**src/sv/cfc_pkg.sv**
```systemverilog
// cfc_pkg: shared types, constants and the crc byte update for the crc16 frame checker
// no dependencies; imported by the interfaces and every module of the block

package cfc_pkg;

   localparam logic [15:0] CRC_POLY = 16'hA001;
   localparam logic [15:0] CRC_INIT = 16'hFFFF;

   localparam logic [1:0] COUNT_ZERO = 2'd0;
   localparam logic [1:0] COUNT_ONE  = 2'd1;
   localparam logic [1:0] COUNT_SAT  = 2'd2;

   // code 3 is unused and treated as plain
   typedef enum logic [1:0] {
      MODE_PLAIN = 2'd0,
      MODE_FOLD  = 2'd1,
      MODE_CHECK = 2'd2
   } frame_mode_type;

   typedef struct packed {
      logic [7:0] data_byte;
      logic       first_byte;
      logic       last_byte;
   } item_type;

   typedef struct packed {
      logic [15:0] crc_value;
      logic        frame_ok;
      logic        too_short;
   } result_type;

   // reflected crc-16 update over one byte, lsb first
   function automatic logic [15:0] crc16_byte(input logic [15:0] crc, input logic [7:0] b);
      logic [15:0] c;
      c = crc ^ {8'h00, b};
      for (int k = 0; k < 8; k++) begin
         if (c[0]) begin
            c = (c >> 1) ^ CRC_POLY;
         end else begin
            c = c >> 1;
         end
      end
      return c;
   endfunction

endpackage

```
**src/sv/cfc_engine.sv**
```systemverilog
// cfc_engine: crc state, per-byte update and the registered frame result
// depends on cfc_pkg (crc16_byte, item and result types)

module cfc_engine
   import cfc_pkg::*;
(
   input  logic           clock,
   input  logic           reset,
   input  frame_mode_type frame_mode,
   input  logic           item_valid,
   input  item_type       item,
   output logic           item_take,
   output logic           rsp_valid,
   output result_type     rsp_result,
   input  logic           rsp_ready
);

   logic [15:0] running_crc_ff;
   logic [15:0] running_crc_in;
   logic [15:0] crc_before_prev_ff;
   logic [7:0]  prev_byte_ff;
   logic [1:0]  byte_count_ff;
   logic [1:0]  byte_count_in;
   logic        rsp_valid_ff;
   logic        rsp_valid_in;
   result_type  rsp_result_ff;

   logic [15:0] crc_start;
   logic [1:0]  count_start;
   logic [15:0] crc_new;
   result_type  result;

   assign crc_start   = item.first_byte ? CRC_INIT : running_crc_ff;
   assign count_start = item.first_byte ? COUNT_ZERO : byte_count_ff;
   assign crc_new     = crc16_byte(crc_start, item.data_byte);

   // a body byte always moves on; a last byte needs room in the result register
   assign item_take = item_valid && (!item.last_byte || !rsp_valid_ff || rsp_ready);

   always_comb begin
      result.crc_value = crc_new;
      result.frame_ok  = 1'b0;
      result.too_short = 1'b0;
      case (frame_mode)
         MODE_FOLD: begin
            result.crc_value = crc_new + {8'h00, crc_new[15:8]};
         end
         MODE_CHECK: begin
            if (count_start == COUNT_ZERO) begin
               result.crc_value = 16'h0000;
               result.too_short = 1'b1;
            end else begin
               result.crc_value = crc_before_prev_ff;
               result.frame_ok  = (crc_before_prev_ff[7:0] == prev_byte_ff) &&
                                  (crc_before_prev_ff[15:8] == item.data_byte);
            end
         end
         default: begin
            result.crc_value = crc_new;
         end
      endcase
   end

   always_comb begin
      running_crc_in = running_crc_ff;
      byte_count_in  = byte_count_ff;
      if (item_take) begin
         if (item.last_byte) begin
            running_crc_in = CRC_INIT;
            byte_count_in  = COUNT_ZERO;
         end else begin
            running_crc_in = crc_new;
            byte_count_in  = (count_start == COUNT_SAT) ? COUNT_SAT : count_start + COUNT_ONE;
         end
      end
   end

   always_comb begin
      rsp_valid_in = rsp_valid_ff && !rsp_ready;
      if (item_take && item.last_byte) begin
         rsp_valid_in = 1'b1;
      end
   end

   always_ff @(posedge clock) begin
      if (reset) begin
         running_crc_ff     <= CRC_INIT;
         crc_before_prev_ff <= CRC_INIT;
         prev_byte_ff       <= 8'h00;
         byte_count_ff      <= COUNT_ZERO;
         rsp_valid_ff       <= 1'b0;
      end else begin
         running_crc_ff <= running_crc_in;
         byte_count_ff  <= byte_count_in;
         rsp_valid_ff   <= rsp_valid_in;
         if (item_take) begin
            crc_before_prev_ff <= crc_start;
            prev_byte_ff       <= item.data_byte;
         end
      end
   end

   always_ff @(posedge clock) begin
      if (item_take && item.last_byte) begin
         rsp_result_ff <= result;
      end
   end

   assign rsp_valid  = rsp_valid_ff;
   assign rsp_result = rsp_result_ff;

endmodule
```
**config.mk**
```make
export PLATFORM = sky130hd
export DESIGN_NAME = cfc_engine
export DESIGN_NICKNAME = d
export VERILOG_FILES = /design/src/sv/cfc_pkg.sv /design/src/sv/cfc_engine.sv
export SDC_FILE = /design/constraint.sdc
export NUM_CORES = 1
export LEC_CHECK = 0
export ABC_AREA = 1
export BUFFER_PORTS_ARGS = -buffer_cell sky130_fd_sc_hd__buf_2
export CORE_ASPECT_RATIO = 1.5
export CORE_MARGIN = 2
export CORE_UTILIZATION = 64
export CTS_CLUSTER_SIZE = 20
export DETAILED_ROUTE_END_ITERATION = 10
export PLACE_DENSITY_LB_ADDON = 0.08
export SLEW_MARGIN = 20
export SYNTH_ARGS = -nofsm -noshare
export SYNTH_HDL_FRONTEND = slang
export SYNTH_SLANG_ARGS = --single-unit
```
**constraint.sdc**
```tcl
create_clock -name clock -period 5.9 [get_ports clock]
set_input_delay 0.59 -clock clock [delete_from_list [all_inputs] [get_ports clock]]
set_output_delay 0.59 -clock clock [all_outputs]
set_load 0.02 [all_outputs]
```
# Yosys cells after proc, flatten, opt, wreduce, memory -nomap -nowiden

Index checks and enable logic that the tools add are counted.
W data, S select, Z words.

Reduce and logical (&&, ||, !) cells: 11
Equal/unequal tests: 5
Bitwise operators: 10
Add/sub/neg operators: 2
Muxes and demuxes: 17

Operators with widths:

| operator              | count |
|---|---|
| $mux W16              | 11 |
| $pmux W16 S2          | 1 |
| $not A2 Y3            | 8 |
| $add A16 B8 Y16       | 1 |
| $eq A8 B8 Y1          | 2 |
| $xor A16 B8 Y16       | 1 |
| $mux W2               | 3 |
| $eq A2 B2 Y1 const B  | 2 |
| $logic_and A1 B1 Y1   | 4 |
| $logic_not A1 Y1      | 3 |
| $add A2 B1 Y2 const B | 1 |
| $eq A2 B1 Y1 const B  | 1 |
| $logic_not A2 Y1      | 1 |
| $logic_or A1 B1 Y1    | 2 |
| $mux W1               | 2 |
| $reduce_or A2 Y1      | 1 |
| $not A1 Y1            | 1 |

Output and inout port bits: 20
Bits of input ports: 16
Bits in registers: 61
Logic and storage cells: 53

# Longest topological paths before layout

Depth in word-level cells: 20
Mapped depth: 31
Mapped depth without buffers: 30

# Least setup slack after synthesis

Ideal clock, no wire load.

Path kind: in2reg
From: in item[1] in the netlist's numbering
To: reg rsp_result_ff, in the netlist rsp_result[16] (data pin)
Required time: 5644 ps
Setup slack: 2069 ps
Data arrival time: 3575 ps
Stages: 29
Path buffers: 1
Setup time: 256 ps
Path through: buf_6 > inv_4 > nand2_1 > nand2_1 > nand2_2 > nand2_2 > nand2_4 > inv_4 > nand3_4 > nand3_1 > nand2_2 > nand2_1 > nand2_2 > xor2_2 > inv_1 > ha_1 > inv_1 > fa_1 > or2_2 > nor3_1 > nor2_1 > nor2_1 > nand2_1 > nand2_1 > nand2_2 > nor2_4 > a21oi_1 > nand2_1 > a21oi_2

RTL lines:

| what                 | RTL line          | text |
|---|---|---|
| start, declared      | cfc_engine.sv:11  | `input item_type item,` |
| end signal, assigned | cfc_engine.sv:105 | `rsp_result_ff <= result;` |
| end, declared        | cfc_engine.sv:26  | `result_type rsp_result_ff;` |

==> impl_metrics.toml <==
[finish]
area_growth_pct = 9.94
drive_gt1_frac = 0.182
nNetsFinal = 569
layout.area.seq_um2 = 1400
fillers = 464
multi_input_area_um2 = 1980
diodes = 0
final_area_um2 = 4100
final_util = 0.719

[drt]
viasPerCell = 5.86
wirelength_um = 10100
antenna_left = 0
drc_errors = 0
drtPass1Iterations = 5
num_vias = 3618
avgRoutedWirePerCell_um = 16.4
drtIter0Drc = 332

[critical_path]
path_class = "in -> reg"
cpMostUsedCell = "nand2_1"
end_kind = "register"
startpoint_type = "primary input"
required_ns = 6.01
critPathMaxStageDelay_ns = 0.42
worstPathArrival_ns = 4.40
crit_fanout = 19
cp_slowest_cell = "buf_2"

[global_route]
grt_pass1_vias = 3397
grt_max_degree = 55
antenna_found_initial = 0
grt.total_usage = 0.335
grt_pass1_wl_um = 16400
overflow = 0

[pwr]
finalPower_uw = 1180
p_per_area_nw_per_um2 = 288
peakVddDrop_v = 0.000197
leakage_uw = 0.00192

[placement]
io_buffers = 35
place_area_um2 = 3930
hpwlAfterDp_um = 7590
gp_congestion = 0.969

[synthesis]
syn_avg_cell_area_um2 = 7.32
synthDominantCellAreaShare = 0.231
synth_warnings = 0
synthTopCellsByArea = "dfxtp_1, edfxtp_1, nand2_1, inv_1, a21oi_1"
synth_top_cell_by_area = "dfxtp_1"
synthCells = 509
synth.net_count = 538
synth_seq_cells = 61
synth_cell_types = 39
yosysSeqAreaShare = 0.376
syn_area_um2 = 3730

[clock_tree]
cts_max_path_buffers = 2
post_cts_resized = 0
clk_latency_ns = 0.36
clkTransAtPathRegs_ns = 0.07
h-tree-depth = 3
cts_sinks = 61
post_cts_buffers = 0
cts_tree = "done"
cts-root-buf = "clkbuf_8"
ctsHoldBuffers = 0
cts_made_buffers = 9

[die]
ios = 36
die_x_um = 66.3
core_um2 = 5700
die-height_um = 97.5
rows = 34
start_util = 0.654
dieArea_um2 = 6460

[sta]
skew_ns = 0.0133
fmax_mhz = 233
holdWs_ns = 0.463
relSlewSlack = 0.388
slew_viol_final = 0
tightest_slew_ns = 0.915
hold_viol_final = 0
period_minus_slack_ns = 4.30
rsz0062_at_grt = "false"
finalSetupTns_ns = 0
setup_violations = 0
period_share = 0.728

[run]
cap_violations = 0

[run_status]
outcome = "completed"

[hold_path]
hold_class = "reg -> reg"
==> cells in the final DEF (no fill, tap or decap), types with 15 or more instances in the layout <==
master / n
nor2_1: 27
nand2_1: 121
a21oi_1: 41
dfxtp_1: 43
buf_2: 35
nand3_1: 26
o21ai_0: 38
nand2_2: 15
inv_1: 64
edfxtp_1: 18
==> final timing paths <==
kind                     start                to  slack (ns)  cells after the start
max                    item[1]    rsp_result[12]        1.60                     30
min           byte_count_ff[0]  byte_count_ff[0]        0.46                      2
max reg2reg  running_crc_ff[0]    rsp_result[12]        1.87                     27
min reg2reg   byte_count_ff[0]  byte_count_ff[0]        0.46                      2
==> worst max-delay path, delay by kind of cell <==
family	cells	cell delay, ns
fa+ha+maj	2	0.56
compound gates	1	0.13
simple gates	20	2.19
buf+inv	6	0.75
xor+xnor	1	0.16
==> cells by family after synthesis <==
logic type,after synthesis,synth area share
DFF,61,0.376
and+or+nand+nor,217,0.268
adders and majority gates,13,0.0457
AOI/OAI and AO/OA,119,0.183
xor gates and xnor gates,12,0.0343
buffers and inverters,87,0.0930
==> cell type report <==
type,instances,share of cell area
inverters,70,0.0654
flip-flops and latches,61,0.342
repair buffers,37,0.0464
clock inverters,4,0.00580
well taps,72,0.0220
multi-input cells,361,0.483
clock buffers,12,0.0354
==> through the flow <==
step / setup slack, ns / cells
floorplan: 2.07 / 509
global placement: 1.40 / 601
detailed placement: 1.27 / 601
CTS: 1.62 / 617
global route: 1.23 / 617
finish: 1.60 / 617
==> per-layer routing <==
layer / vias up / wire, um / share of wire / track usage
li1: 1738 / - / - / -
met1: 1682 / 3890 / 0.39 / 0.398
met2: 159 / 5150 / 0.51 / 0.568
met3: 39 / 656 / 0.065 / 0.0591
met4: 0 / 398 / 0.039 / 0.160
met5: - / 0 / 0 / 0
==> power by group <==
group          internal (uW)  total (uW)  switching (uW)
Sequential               467         484            16.7
Combinational            118         361             242
Clock                    163         337             174
==> cell usage after synthesis, drive strengths merged <==
master   number
nand2       137
inv          69
a21oi        44
o21ai        44
dfxtp        43
nor2         35
nand3        30
edfxtp       18
clkbuf       15
ha           12
o211ai       12
or2           9
xor2          8
a31oi         5
o22ai         4
xnor2         4
a211oi        3
a221oi        2
buf           2
nand4         2
nor3          2
nor4          2
o22a          2
a2111oi       1
a22o          1
a22oi         1
clkinv        1
fa            1
==> registers in the layout, summed over array words and instances, names as in the netlist <==
| name | flops |
|---|---|
| rsp_result | 18 |
| crc_before_prev_ff | 16 |
| running_crc_ff | 16 |
| prev_byte_ff | 8 |
| byte_count_ff | 2 |
| rsp_valid | 1 |
(Power assumes the default switching activity.)
